--- config.mk ---
export PLATFORM = sky130hd
export DESIGN_NAME = huffman_bit_writer_stuffing
export DESIGN_NICKNAME = d
export VERILOG_FILES = /design/src/rtl/hbws_pkg.sv /design/src/rtl/huffman_bit_writer_stuffing.sv
export SDC_FILE = /design/constraint.sdc
export NUM_CORES = 1
export LEC_CHECK = 0
export BUFFER_PORTS_ARGS = -buffer_cell sky130_fd_sc_hd__buf_2
export CAP_MARGIN = 20
export CORE_ASPECT_RATIO = 0.8
export CORE_MARGIN = 2
export CORE_UTILIZATION = 45
export CTS_CLUSTER_SIZE = 10
export DETAILED_ROUTE_END_ITERATION = 8
export MAX_ROUTING_LAYER = met4
export SYNTH_ARGS = -nofsm -noshare
export SYNTH_HDL_FRONTEND = slang
export SYNTH_SLANG_ARGS = --single-unit
--- constraint.sdc ---
create_clock -name clk -period 9.8 [get_ports clk]
set_clock_uncertainty 0.05 [all_clocks]
set_input_delay 1.96 -clock clk [delete_from_list [all_inputs] [get_ports clk]]
set_output_delay 1.96 -clock clk [all_outputs]
set_load 0.01 [all_outputs]
--- src/rtl/hbws_pkg.sv ---
// ----------------------------------------------------------------------------
// hbws_pkg
// shared constants and helpers for the huffman bit writer with byte stuffing
// ----------------------------------------------------------------------------
package hbws_pkg;

  // parameter defaults
  localparam int DEF_NUM_TABLES   = 2;
  localparam int DEF_MAX_CATEGORY = 16;

  // stream widths
  localparam int IN_TDATA_W  = 48;
  localparam int IN_TUSER_W  = 3;
  localparam int OUT_TDATA_W = 8;

  // request kinds
  localparam logic [1:0] REQ_ENCODE = 2'd0;
  localparam logic [1:0] REQ_FLUSH  = 2'd1;
  localparam logic [1:0] REQ_LOAD   = 2'd2;

  // table entry: code in [20:5], length in [4:0]
  localparam int ENTRY_W  = 21;
  localparam int CODE_W   = 16;
  localparam int LEN_W    = 5;
  localparam logic [LEN_W-1:0] MAX_CODE_LEN = 5'd16;

  // category that carries no extra bits besides zero
  localparam logic [4:0] CAT_NO_EXTRA = 5'd16;

  // merge word: 7 pending bits + 16 code bits + 15 extra bits
  localparam int ACC_W  = 38;
  localparam int WORD_W = 32;

  localparam logic [7:0] BYTE_FF    = 8'hFF;
  localparam logic [7:0] STUFF_BYTE = 8'h00;

  // bit length of a 17-bit magnitude
  function automatic logic [4:0] cat_of(input logic [16:0] mag);
    logic [4:0] c;
    c = 5'd0;
    for (int i = 0; i < 17; i++) begin
      if (mag[i]) c = 5'(i + 1);
    end
    return c;
  endfunction

endpackage

--- src/rtl/huffman_bit_writer_stuffing.sv ---
// ----------------------------------------------------------------------------
// huffman_bit_writer_stuffing
// lossless jpeg entropy bit writer: huffman code plus extra bits, msb first,
// 0x00 stuffed after every 0xff, flush pads the partial byte with ones
// ----------------------------------------------------------------------------
//
//  channel | dir | tdata                                  | tuser            | tlast
//  --------+-----+----------------------------------------+------------------+----------
//  in_     | in  | diff_value, entry_index, entry_code,   | req_type,        | -
//          |     | entry_len (48 bits, zero padded)       | table_sel        |
//  out_    | out | byte_out                               | -                | last_byte
//
//  flow: stage 0 classifies the item and reads the code table memory,
//  stage 1 merges code and extra bits with the pending bits, the byte
//  emitter then sends one byte per cycle while out_tready is high (0..4 data
//  bytes plus stuffing, up to 8 per item). loads, empty flushes and unused
//  kinds emit no bytes. sustained rate is set by the one-byte output; an
//  accepted item is registered into stage 1, then into the emitter, whose
//  register drives the first byte.
//  reset: synchronous active low, clears pending bits and all valid flags;
//  the code table is undefined until loaded.
//  stalls: a held output keeps the emitter, stage 1 holds an item with bytes
//  while the emitter is busy, and in_tready drops only when stage 1 cannot advance.
//
module huffman_bit_writer_stuffing #(
  parameter int NUM_TABLES   = hbws_pkg::DEF_NUM_TABLES,
  parameter int MAX_CATEGORY = hbws_pkg::DEF_MAX_CATEGORY
) (
  input  logic                             clk,
  input  logic                             rst_n,
  // input items
  input  logic                             in_tvalid,
  output logic                             in_tready,
  // [16:0] diff_value, [21:17] entry_index, [37:22] entry_code,
  // [42:38] entry_len, [47:43] zero
  input  logic [hbws_pkg::IN_TDATA_W-1:0]  in_tdata,
  // [1:0] req_type, [2] table_sel
  input  logic [hbws_pkg::IN_TUSER_W-1:0]  in_tuser,
  // result items
  output logic                             out_tvalid,
  input  logic                             out_tready,
  // [7:0] byte_out
  output logic [hbws_pkg::OUT_TDATA_W-1:0] out_tdata,
  output logic                             out_tlast
);

  import hbws_pkg::*;

  localparam int ENTRIES = MAX_CATEGORY + 1;
  localparam int DEPTH   = NUM_TABLES * ENTRIES;
  localparam int ADDR_W  = $clog2(DEPTH);

  // ---------------------------------------------------------------------------
  // input field unpack
  // ---------------------------------------------------------------------------
  logic [1:0]        in_req;
  logic              in_sel;
  logic [16:0]       in_diff;
  logic [4:0]        in_idx;
  logic [CODE_W-1:0] in_code;
  logic [LEN_W-1:0]  in_len;
  logic              in_fire;

  assign in_req  = in_tuser[1:0];
  assign in_sel  = in_tuser[2];
  assign in_diff = in_tdata[16:0];
  assign in_idx  = in_tdata[21:17];
  assign in_code = in_tdata[37:22];
  assign in_len  = in_tdata[42:38];
  assign in_fire = in_tvalid && in_tready;

  // ---------------------------------------------------------------------------
  // stage 0: classify, address the table
  // ---------------------------------------------------------------------------
  logic              neg;
  logic [16:0]       mag;
  logic [4:0]        cat_raw;
  logic [4:0]        cat;
  logic [4:0]        xlen;
  logic [16:0]       xval;
  logic [16:0]       xmask;
  logic [15:0]       extra;
  logic [ADDR_W-1:0] base;
  logic [ADDR_W-1:0] rd_addr;
  logic [ADDR_W-1:0] wr_addr;
  logic [LEN_W-1:0]  ld_len;
  logic [16:0]       ld_mask;
  logic [CODE_W-1:0] ld_code;
  logic              ld_ok;

  always_comb begin
    neg     = in_diff[16];
    mag     = neg ? (~in_diff + 17'd1) : in_diff;
    cat_raw = cat_of(mag);
    cat     = (cat_raw > 5'(MAX_CATEGORY)) ? 5'(MAX_CATEGORY) : cat_raw;
    // category zero and the full 16-bit category carry no extra bits
    xlen    = (cat == 5'd0 || cat == CAT_NO_EXTRA) ? 5'd0 : cat;
    xval    = neg ? (in_diff - 17'd1) : in_diff;
    xmask   = (17'd1 << xlen) - 17'd1;
    extra   = xval[15:0] & xmask[15:0];

    // tables beyond the last one fold onto the last one
    base    = (in_sel && NUM_TABLES > 1) ? ADDR_W'(ENTRIES) : '0;
    rd_addr = base + ADDR_W'(cat);
    wr_addr = base + ADDR_W'(in_idx);

    ld_len  = (in_len > MAX_CODE_LEN) ? MAX_CODE_LEN : in_len;
    ld_mask = (17'd1 << ld_len) - 17'd1;
    ld_code = in_code & ld_mask[15:0];
    ld_ok   = (in_idx <= 5'(MAX_CATEGORY));
  end

  // code table memory, one write or one registered read per cycle;
  // a load followed by an encode of the same entry sees the new value
  logic [ENTRY_W-1:0] table_mem [DEPTH];
  logic [ENTRY_W-1:0] rd_data_r;

  always_ff @(posedge clk) begin
    if (in_fire && in_req == REQ_LOAD && ld_ok) begin
      table_mem[wr_addr] <= {ld_code, ld_len};
    end
    if (in_fire && in_req == REQ_ENCODE) begin
      rd_data_r <= table_mem[rd_addr];
    end
  end

  // ---------------------------------------------------------------------------
  // stage 1: merge with pending bits
  // ---------------------------------------------------------------------------
  logic        s1_valid_r, s1_valid_nxt;
  logic [1:0]  s1_req_r;
  logic [4:0]  s1_xlen_r;
  logic [15:0] s1_extra_r;
  logic [6:0]  pbits_r, pbits_nxt;
  logic [2:0]  pcnt_r, pcnt_nxt;

  logic [LEN_W-1:0]  clen;
  logic [CODE_W-1:0] ecode;
  logic [5:0]        sh_code;
  logic [ACC_W-1:0]  enc_acc;
  logic [5:0]        enc_n;
  logic [3:0]        pad;
  logic [7:0]        fl_ones;
  logic [7:0]        fl_byte;
  logic [ACC_W-1:0]  m_acc;
  logic [5:0]        m_n;
  logic [2:0]        m_rem;
  logic [2:0]        m_nbytes;
  logic [2:0]        m_gap;
  logic [ACC_W-1:0]  m_down;
  logic [ACC_W-1:0]  m_align;
  logic [WORD_W-1:0] m_word;
  logic [7:0]        rem_mask;

  always_comb begin
    clen    = (rd_data_r[4:0] > MAX_CODE_LEN) ? MAX_CODE_LEN : rd_data_r[4:0];
    ecode   = rd_data_r[20:5];
    sh_code = 6'(clen) + 6'(s1_xlen_r);
    enc_acc = (ACC_W'(pbits_r) << sh_code)
            | (ACC_W'(ecode) << s1_xlen_r)
            | ACC_W'(s1_extra_r);
    enc_n   = 6'(pcnt_r) + 6'(clen) + 6'(s1_xlen_r);

    // flush: fill the partial byte with ones
    pad     = 4'd8 - 4'(pcnt_r);
    fl_ones = 8'((9'd1 << pad) - 9'd1);
    fl_byte = ({1'b0, pbits_r} << pad) | fl_ones;

    if (s1_req_r == REQ_FLUSH) begin
      m_acc = ACC_W'(fl_byte);
      m_n   = (pcnt_r != 3'd0) ? 6'd8 : 6'd0;
    end else begin
      m_acc = enc_acc;
      m_n   = enc_n;
    end

    m_rem    = m_n[2:0];
    m_nbytes = m_n[5:3];
    // whole bytes left aligned so the emitter takes the top byte first
    m_gap    = 3'd4 - m_nbytes;
    m_down   = m_acc >> m_rem;
    m_align  = m_down << {m_gap, 3'b000};
    m_word   = m_align[WORD_W-1:0];
    rem_mask = (8'd1 << m_rem) - 8'd1;
  end

  // ---------------------------------------------------------------------------
  // byte emitter (output register)
  // ---------------------------------------------------------------------------
  logic              em_valid_r, em_valid_nxt;
  logic [WORD_W-1:0] em_word_r, em_word_nxt;
  logic [2:0]        em_left_r, em_left_nxt;
  logic              em_stuff_r, em_stuff_nxt;

  logic [7:0] em_cur;
  logic       em_is_ff;
  logic       out_fire;
  logic       em_free;
  logic       s1_go;

  assign em_cur     = em_word_r[WORD_W-1 -: 8];
  assign em_is_ff   = !em_stuff_r && em_cur == BYTE_FF;
  assign out_tvalid = em_valid_r;
  assign out_tdata  = em_stuff_r ? STUFF_BYTE : em_cur;
  assign out_tlast  = (em_left_r == 3'd1) && !em_is_ff;
  assign out_fire   = out_tvalid && out_tready;

  assign em_free   = !em_valid_r || (out_fire && out_tlast);
  assign s1_go     = s1_valid_r && (m_nbytes == 3'd0 || em_free);
  assign in_tready = !s1_valid_r || s1_go;

  always_comb begin
    s1_valid_nxt = s1_valid_r;
    pbits_nxt    = pbits_r;
    pcnt_nxt     = pcnt_r;
    if (s1_go) begin
      s1_valid_nxt = 1'b0;
      pbits_nxt    = m_acc[6:0] & rem_mask[6:0];
      pcnt_nxt     = m_rem;
    end
    if (in_fire && (in_req == REQ_ENCODE || in_req == REQ_FLUSH)) begin
      s1_valid_nxt = 1'b1;
    end
  end

  always_comb begin
    em_valid_nxt = em_valid_r;
    em_word_nxt  = em_word_r;
    em_left_nxt  = em_left_r;
    em_stuff_nxt = em_stuff_r;
    if (s1_go && m_nbytes != 3'd0) begin
      em_valid_nxt = 1'b1;
      em_word_nxt  = m_word;
      em_left_nxt  = m_nbytes;
      em_stuff_nxt = 1'b0;
    end else if (out_fire) begin
      if (em_is_ff) begin
        em_stuff_nxt = 1'b1;
      end else begin
        em_stuff_nxt = 1'b0;
        em_word_nxt  = em_word_r << 8;
        em_left_nxt  = em_left_r - 3'd1;
        if (em_left_r == 3'd1) em_valid_nxt = 1'b0;
      end
    end
  end

  always_ff @(posedge clk) begin
    if (!rst_n) begin
      s1_valid_r <= 1'b0;
      pbits_r    <= '0;
      pcnt_r     <= '0;
      em_valid_r <= 1'b0;
      em_stuff_r <= 1'b0;
      em_left_r  <= '0;
    end else begin
      s1_valid_r <= s1_valid_nxt;
      pbits_r    <= pbits_nxt;
      pcnt_r     <= pcnt_nxt;
      em_valid_r <= em_valid_nxt;
      em_stuff_r <= em_stuff_nxt;
      em_left_r  <= em_left_nxt;
    end
  end

  // payload registers
  always_ff @(posedge clk) begin
    if (in_fire) begin
      s1_req_r   <= in_req;
      s1_xlen_r  <= xlen;
      s1_extra_r <= extra;
    end
    em_word_r <= em_word_nxt;
  end

`ifndef SYNTHESIS
  // pending bits above the pending count stay clear
  a_pend_clean: assert property (@(posedge clk) disable iff (!rst_n)
    (({1'b0, pbits_r} >> pcnt_r) == 8'd0))
    else $error("pending bits above count");

  // a stuffing byte is only raised after a 0xff went out
  a_stuff_after_ff: assert property (@(posedge clk) disable iff (!rst_n)
    $rose(em_stuff_r) |-> $past(out_tvalid && out_tready && out_tdata == BYTE_FF))
    else $error("stuffing without 0xff");

  // an active emitter holds one to four data bytes
  a_left_range: assert property (@(posedge clk) disable iff (!rst_n)
    em_valid_r |-> (em_left_r != 3'd0 && em_left_r <= 3'd4))
    else $error("emitter byte count out of range");

  // a blocked merge stage keeps its table read data
  a_s1_hold: assert property (@(posedge clk) disable iff (!rst_n)
    (s1_valid_r && !s1_go) |=> (s1_valid_r && $stable(rd_data_r)))
    else $error("merge stage lost its item");
`endif

endmodule

======== Word level (Yosys, flattened, before mapping) ========
Memories as Yosys holds them, arrays and structs flattened. A register that Yosys moved wholly into a read port is not among the register bits.
Index checks and enable logic that the tools add are counted.
word-level totals
  register bits after elaboration ......... 71
  memory bits (writable) .................. 714
  output and inout bits ................... 11
  logic and storage cells ................. 127
  memories ................................ 1
memory list
  memory     depth  bits a word  rd ports  clocked after memory_dff  wr ports  line                                source
  table_mem  34     21           1         1                         1         huffman_bit_writer_stuffing.sv:115  logic [ENTRY_W-1:0] table_mem [DEPTH];
operators by class
  $add $sub $neg .......................... 14
  $lt $le $gt $ge ......................... 4
  equal/unequal tests ..................... 7
  shift operators ......................... 9
  mux-type cells .......................... 43
  bitwise logic cells ..................... 8
  reduce and logical (&&, ||, !) cells .... 31
operators by type and width
  cell                                                                   count
  32-bit two-way mux                                                     3
  5-bit two-way mux                                                      19
  16-bit by 1-bit subtractor with 16-bit output (second input constant)  3
  38-bit two-way mux                                                     1
  38-bit by 16-bit OR with 38-bit output                                 1
  38-bit OR                                                              1
  16-bit by 5-bit << shifter with 38-bit output                          1
  38-bit by 6-bit << shifter with 32-bit output                          1
  7-bit by 6-bit << shifter with 38-bit output                           1
  38-bit by 3-bit right shift with 38-bit output                         1
  16-bit bitwise AND                                                     2
  1-bit by 5-bit << shifter with 16-bit output (first input constant)    2
  5-bit by 5-bit adder with 6-bit output                                 3
  17-bit by 1-bit adder with 17-bit output (second input constant)       1
  17-bit two-way mux                                                     1
  17-bit NOT                                                             1
  16-bit two-way mux                                                     1
  5-bit > comparator (second input constant)                             3
  1-bit logical AND                                                      11
  1-bit two-way mux                                                      10
  3-bit two-way mux                                                      3
  8-bit equality test (second input constant)                            1
  8-bit two-way mux                                                      1
  8-bit OR                                                               1
  other kinds (31)                                                       43

======== Depth between registers and ports, before layout ========
  depth in word-level cells ............... 28
  gate-level depth with buffers ........... 21
  gate-level depth less buffers ........... 17

======== Worst setup path before layout ========
Ideal clock, no wire load.
  path kind ............................... input -> register
  from .................................... input port in_tdata[3] in the netlist's numbering
  to ...................................... register rd_data_r[11], read port of table_mem (data pin)
  data arrival time ....................... 7.096 ns
  data required time ...................... 9.592 ns
  path slack .............................. 2.495 ns
  stages .................................. 20
  path buffers ............................ 8
  cells stage by stage .................... buf_4 -> or4_1 -> buf_2 -> or4_4 -> nor2_1 -> o21ai_0 -> o41ai_1 -> a211o_1 -> o31a_1 -> clkbuf_1 -> nor2_1 -> ha_1 -> clkbuf_1 -> buf_2 -> buf_1 -> clkbuf_1 -> clkbuf_1 -> mux2i_1 -> a32o_2 -> a211oi_2
on the way
  cells in the longest elaborated chain, start to end .. 20
ends and longest elaborated chain
  item                                      line                                source
  start, declared                           huffman_bit_writer_stuffing.sv:36   input logic [hbws_pkg::IN_TDATA_W-1:0] in_tdata,
  17-bit NOT                                huffman_bit_writer_stuffing.sv:93   mag = neg ? (~in_diff + 17'd1) : in_diff;
  17-bit by 1-bit adder with 17-bit output  huffman_bit_writer_stuffing.sv:93
  17-bit two-way mux *                      huffman_bit_writer_stuffing.sv:93
  5-bit two-way mux (13 in a row)           hbws_pkg.sv:42                      if (mag[i]) c = 5'(i + 1);
  5-bit two-way mux *                       hbws_pkg.sv:42
  5-bit > comparator                        huffman_bit_writer_stuffing.sv:95   cat = (cat_raw > 5'(MAX_CATEGORY)) ? 5'(MAX_CATEGORY) : cat_raw;
  5-bit two-way mux *                       huffman_bit_writer_stuffing.sv:95
  5-bit by 5-bit adder with 6-bit output *  huffman_bit_writer_stuffing.sv:104  rd_addr = base + ADDR_W'(cat);
  end, declared                             huffman_bit_writer_stuffing.sv:116  logic [ENTRY_W-1:0] rd_data_r;
Mark *: on every way between the ends. The rest lies on a longest branch, timed or not.
A chain may end at the register's enable or synchronous reset.

======== Worst setup path in the final report ========
  from .................................... input port in_tdata[0] in the netlist's numbering
  to ...................................... register rd_data_r[16], read port of table_mem (data pin)
on the way
  cells in the longest elaborated chain, start to end .. 23
ends and longest elaborated chain
  item                                      line
  17-bit NOT                                huffman_bit_writer_stuffing.sv:93
  17-bit by 1-bit adder with 17-bit output  huffman_bit_writer_stuffing.sv:93
  17-bit two-way mux *                      huffman_bit_writer_stuffing.sv:93
  1-bit two-way mux                         hbws_pkg.sv:42
  2-bit two-way mux (2 in a row)            hbws_pkg.sv:42
  5-bit two-way mux (13 in a row)           hbws_pkg.sv:42
  5-bit two-way mux *                       hbws_pkg.sv:42
  5-bit > comparator                        huffman_bit_writer_stuffing.sv:95
  5-bit two-way mux *                       huffman_bit_writer_stuffing.sv:95
  5-bit by 5-bit adder with 6-bit output *  huffman_bit_writer_stuffing.sv:104
Marked as above.

==> out/qor.yml <==
worst_setup_path:
  cp_slowest_cell: "ha_4"
  reg2reg_to: "table_mem[24][10]"
  setup.worst_path.start: "in_tdata[0]"
  cp_max_fo: 53
  rr_worst_depth: 17
  reg2reg_from: "rd_data_r[4]"
  path_cells: "buf_2, inv_1, ha_1, nor4b_2, nand2_1, nor2_1, xnor2_1, o41ai_1, a211o_1, o31a_1, nor2_1, ha_4, ha_4, buf_4, mux4_2, and3_1, o32ai_1, a211oi_1"
  slowest_delay_ps: 850
  cp-end-kind: "flop"
  criticalPathCategory: "input pin to flop"
  r2r_slack_ps: 2680
  crit_path_end: "rd_data_r[16]"
  worstPathArrival_ps: 7750
  required_ps: 10070
  cp-start-kind: "input pin"
clock_network:
  clockBufferDepth: 3
  cts_setup_buffers: 0
  post_cts_resized: 0
  clkLatencyLatePin_ps: 670
  cts_made_buffers: 93
  cts.htree.levels: 3
  cts_tree: "done"
  clk_pin_slew_worst_paths_ps: 60
  hold_buffers: 0
  cts.sinks: 806
  cts-root-buf: "clkbuf_16"
synthesis:
  synth-xor-area-share_pct: 0.842
  synth_edf_count: 790
  synth_common_cells: "790 x edfxtp_1, 193 x mux4_2, 178 x nand2_1"
  netlist_area_mm2: 0.0385
  yosysMostFrequentCell: "edfxtp_1"
  ys.flop_type: "edfxtp_1"
  yosys.area.top_type: "edfxtp_1"
  async_reset_ff_share_pct: 0
  synth_top_family_by_area: "multiplexers"
  yosysWarnings: 0
  synth_compound_area_share_pct: 10.3
  yosysSeqAreaShare_pct: 62.5
  synthMuxAreaShare_pct: 15.0
  syn_inst: 2541
  syn_avg_cell_area_um2: 15.1
  netlist.area_leader.share_pct: 61.6
  synthSimpleGateAreaFrac_pct: 7.96
  synth_fa_ha_area_share_pct: 1.26
  synth_area_leaders: "edfxtp_1 62%, mux4_2 11%, mux2i_1 2.3%, nand2_1 1.7%, nor2_1 1.5%"
  ys_types: 105
  synth_seq_cells: 806
floorplan:
  core_area_mm2: 0.0844
  fp.dieH_um: 266
  std_cell_rows: 95
  die_w_um: 331
  ioPinCount: 66
  die_area_mm2: 0.0879
  start_util_pct: 45.6
global_route:
  grtUsageTotal_pct: 25.3
  grt_max_degree: 55
  antenna_found_initial: 4
  grt_pass1_wl_um: 157000
  overflow: 0
  grt_pass1_vias: 23400
cells_and_area:
  fin_nets: 2694
  syn2layout_area_growth_pct: 12.1
  antenna_cells: 0
  nFillCells: 6980
  fin_cells: 3739
  drive_above_1_share_pct: 22.3
  utilization_pct: 51.1
  design_area_mm2: 0.0431
drt:
  routedWlPerCell_um: 28.8
  firstDrtPassIters: 5
  drtIter0Drc: 2890
  vias: 24100
  drt-vias-per-instance: 6.45
  drcViolationCount: 0
  postRouteAntennaNets: 0
  wl_um: 108000
sta:
  fin_crit_sh_pct: 76.3
  tightestPinTransition_ps: 1140
  hold_viol: 0
  rsz0062_at_grt: "no"
  fin_ws_ps: 2320
  fmax_mhz: 134
  fin_tns_setup_ps: 0
  setup_viol: 0
  min_period_ps: 7480
  holdWs_ps: 463
  slew_headroom_pct: 23.3
  drv_slew: 0
min_path:
  hold_path_class: "flop to flop"
  hold_start: "em_word_r[7]"
placement:
  pre_cts_slack_ps: 1790
  dpl-instance-area_mm2: 0.0404
  dp.cells: 3616
  gp_congestion: 0.934
  portBuffers: 60
  hpwl_um: 72200
power_and_ir_drop:
  ir_drop_mv: 0.152
  p_sw_mw: 2.33
  power.internal_mw: 6.23
  power_frac_seq_pct: 45.2
  p_comb_share_pct: 18.9
  p_sw_share_pct: 27.2
  leakagePower_nw: 13.4
  p_per_area_mw_per_mm2: 199
  power_mw: 8.56
  power.share.clock_pct: 35.9
run_status:
  status: "finished, final reports clean"
run:
  drv_cap: 0
area by class of cell:
cell class	count	area, µm²	area share, %
clock buffers	104	2440	5.66
repair buffers	131	1010	2.34
multi-input cells	1536	13900	32.3
flip-flops and latches	806	24000	55.8
clock inverters	11	151	0.351
well taps	1115	1400	3.24
inverters	36	135	0.313
worst max-delay path, delay by kind of cell:
kind / cells / cell delay, ps
AO/OA/AOI/OAI: 5 / 1680
adder cells (fa/ha/maj): 3 / 1440
multiplexers: 1 / 350
AND/OR/NAND/NOR: 5 / 1540
buffers and inverters: 3 / 640
XOR/XNOR: 1 / 90
worst min path at each step:
| stage | end | cells past startpoint | slack (ps) |
|---|---|---|---|
| 2_1_floorplan | em_word_r[15] | 2 | 430 |
| 3_3_place_gp | em_word_r[15] | 2 | 440 |
| 3_5_place_dp | em_word_r[15] | 2 | 460 |
| 4_1_cts | em_word_r[15] | 2 | 470 |
| 5_1_grt | em_word_r[14] | 1 | 510 |
| 6_report | em_word_r[15] | 2 | 460 |
power groups by stage:
stage                     Combinational [mW]  Sequential, mW  Clock (mW)
after floorplan                         1.09            3.93           0
after global placement                  1.57            3.94           0
after detailed placement                1.58            3.94           0
after CTS                               1.59            3.87        3.13
after global routing                    1.72            3.87        3.24
final                                   1.62            3.87        3.07
cells in the final DEF, fill, tap and decap left out, types with 12 or more instances in the layout:
cell and count:
mux2i_1 88, clkbuf_16 96, dfxtp_1 16, and3_1 30
nor3_1 45, xor2_1 13, o22ai_1 14, o32ai_1 27
and2_1 21, nand4_1 13, o211ai_1 21, a211o_1 13
nor2_1 119, buf_4 58, a21oi_1 57, a31oi_1 20
nand2_1 178, nor4_1 12, mux2_2 46, nor2b_1 22
edfxtp_1 790, o221ai_1 20, a32o_1 19, ha_1 27
xnor2_1 23, inv_1 33, a21boi_0 35, o21ai_0 57
a22oi_1 24, a211oi_1 33, nor2_4 26, nand2b_1 19
a21o_1 14, buf_2 60, nand3_1 47, mux4_2 193
registers in the layout, indices dropped and copies added (netlist names):
name        count
table_mem     714
em_word_r      32
rd_data_r      21
s1_extra_r     16
pbits_r         7
s1_xlen_r       5
em_left_r       3
pcnt_r          3
s1_req_r        2
em_stuff_r      1
out_tvalid      1
s1_valid_r      1
routing by layer:
layer / GRT usage [%] / wire [µm]
met1: 37.9 / 50100
met3: 5.44 / 8720
met2: 35.1 / 46500
met5: - / 0
met4: 6.10 / 2390
cell families (layout without fill, tap and decap cells):
| group | count (synthesis) | after routing |
|---|---|---|
| simple gates | 618 | 618 |
| fa+ha+maj | 35 | 35 |
| other cells | 1 | 2 |
| flops | 806 | 806 |
| buf+inv | 200 | 282 |
| compound gates | 515 | 515 |
| xor+xnor | 37 | 37 |
| mux | 329 | 329 |
Note: power is estimated with default switching activity, not from simulation.
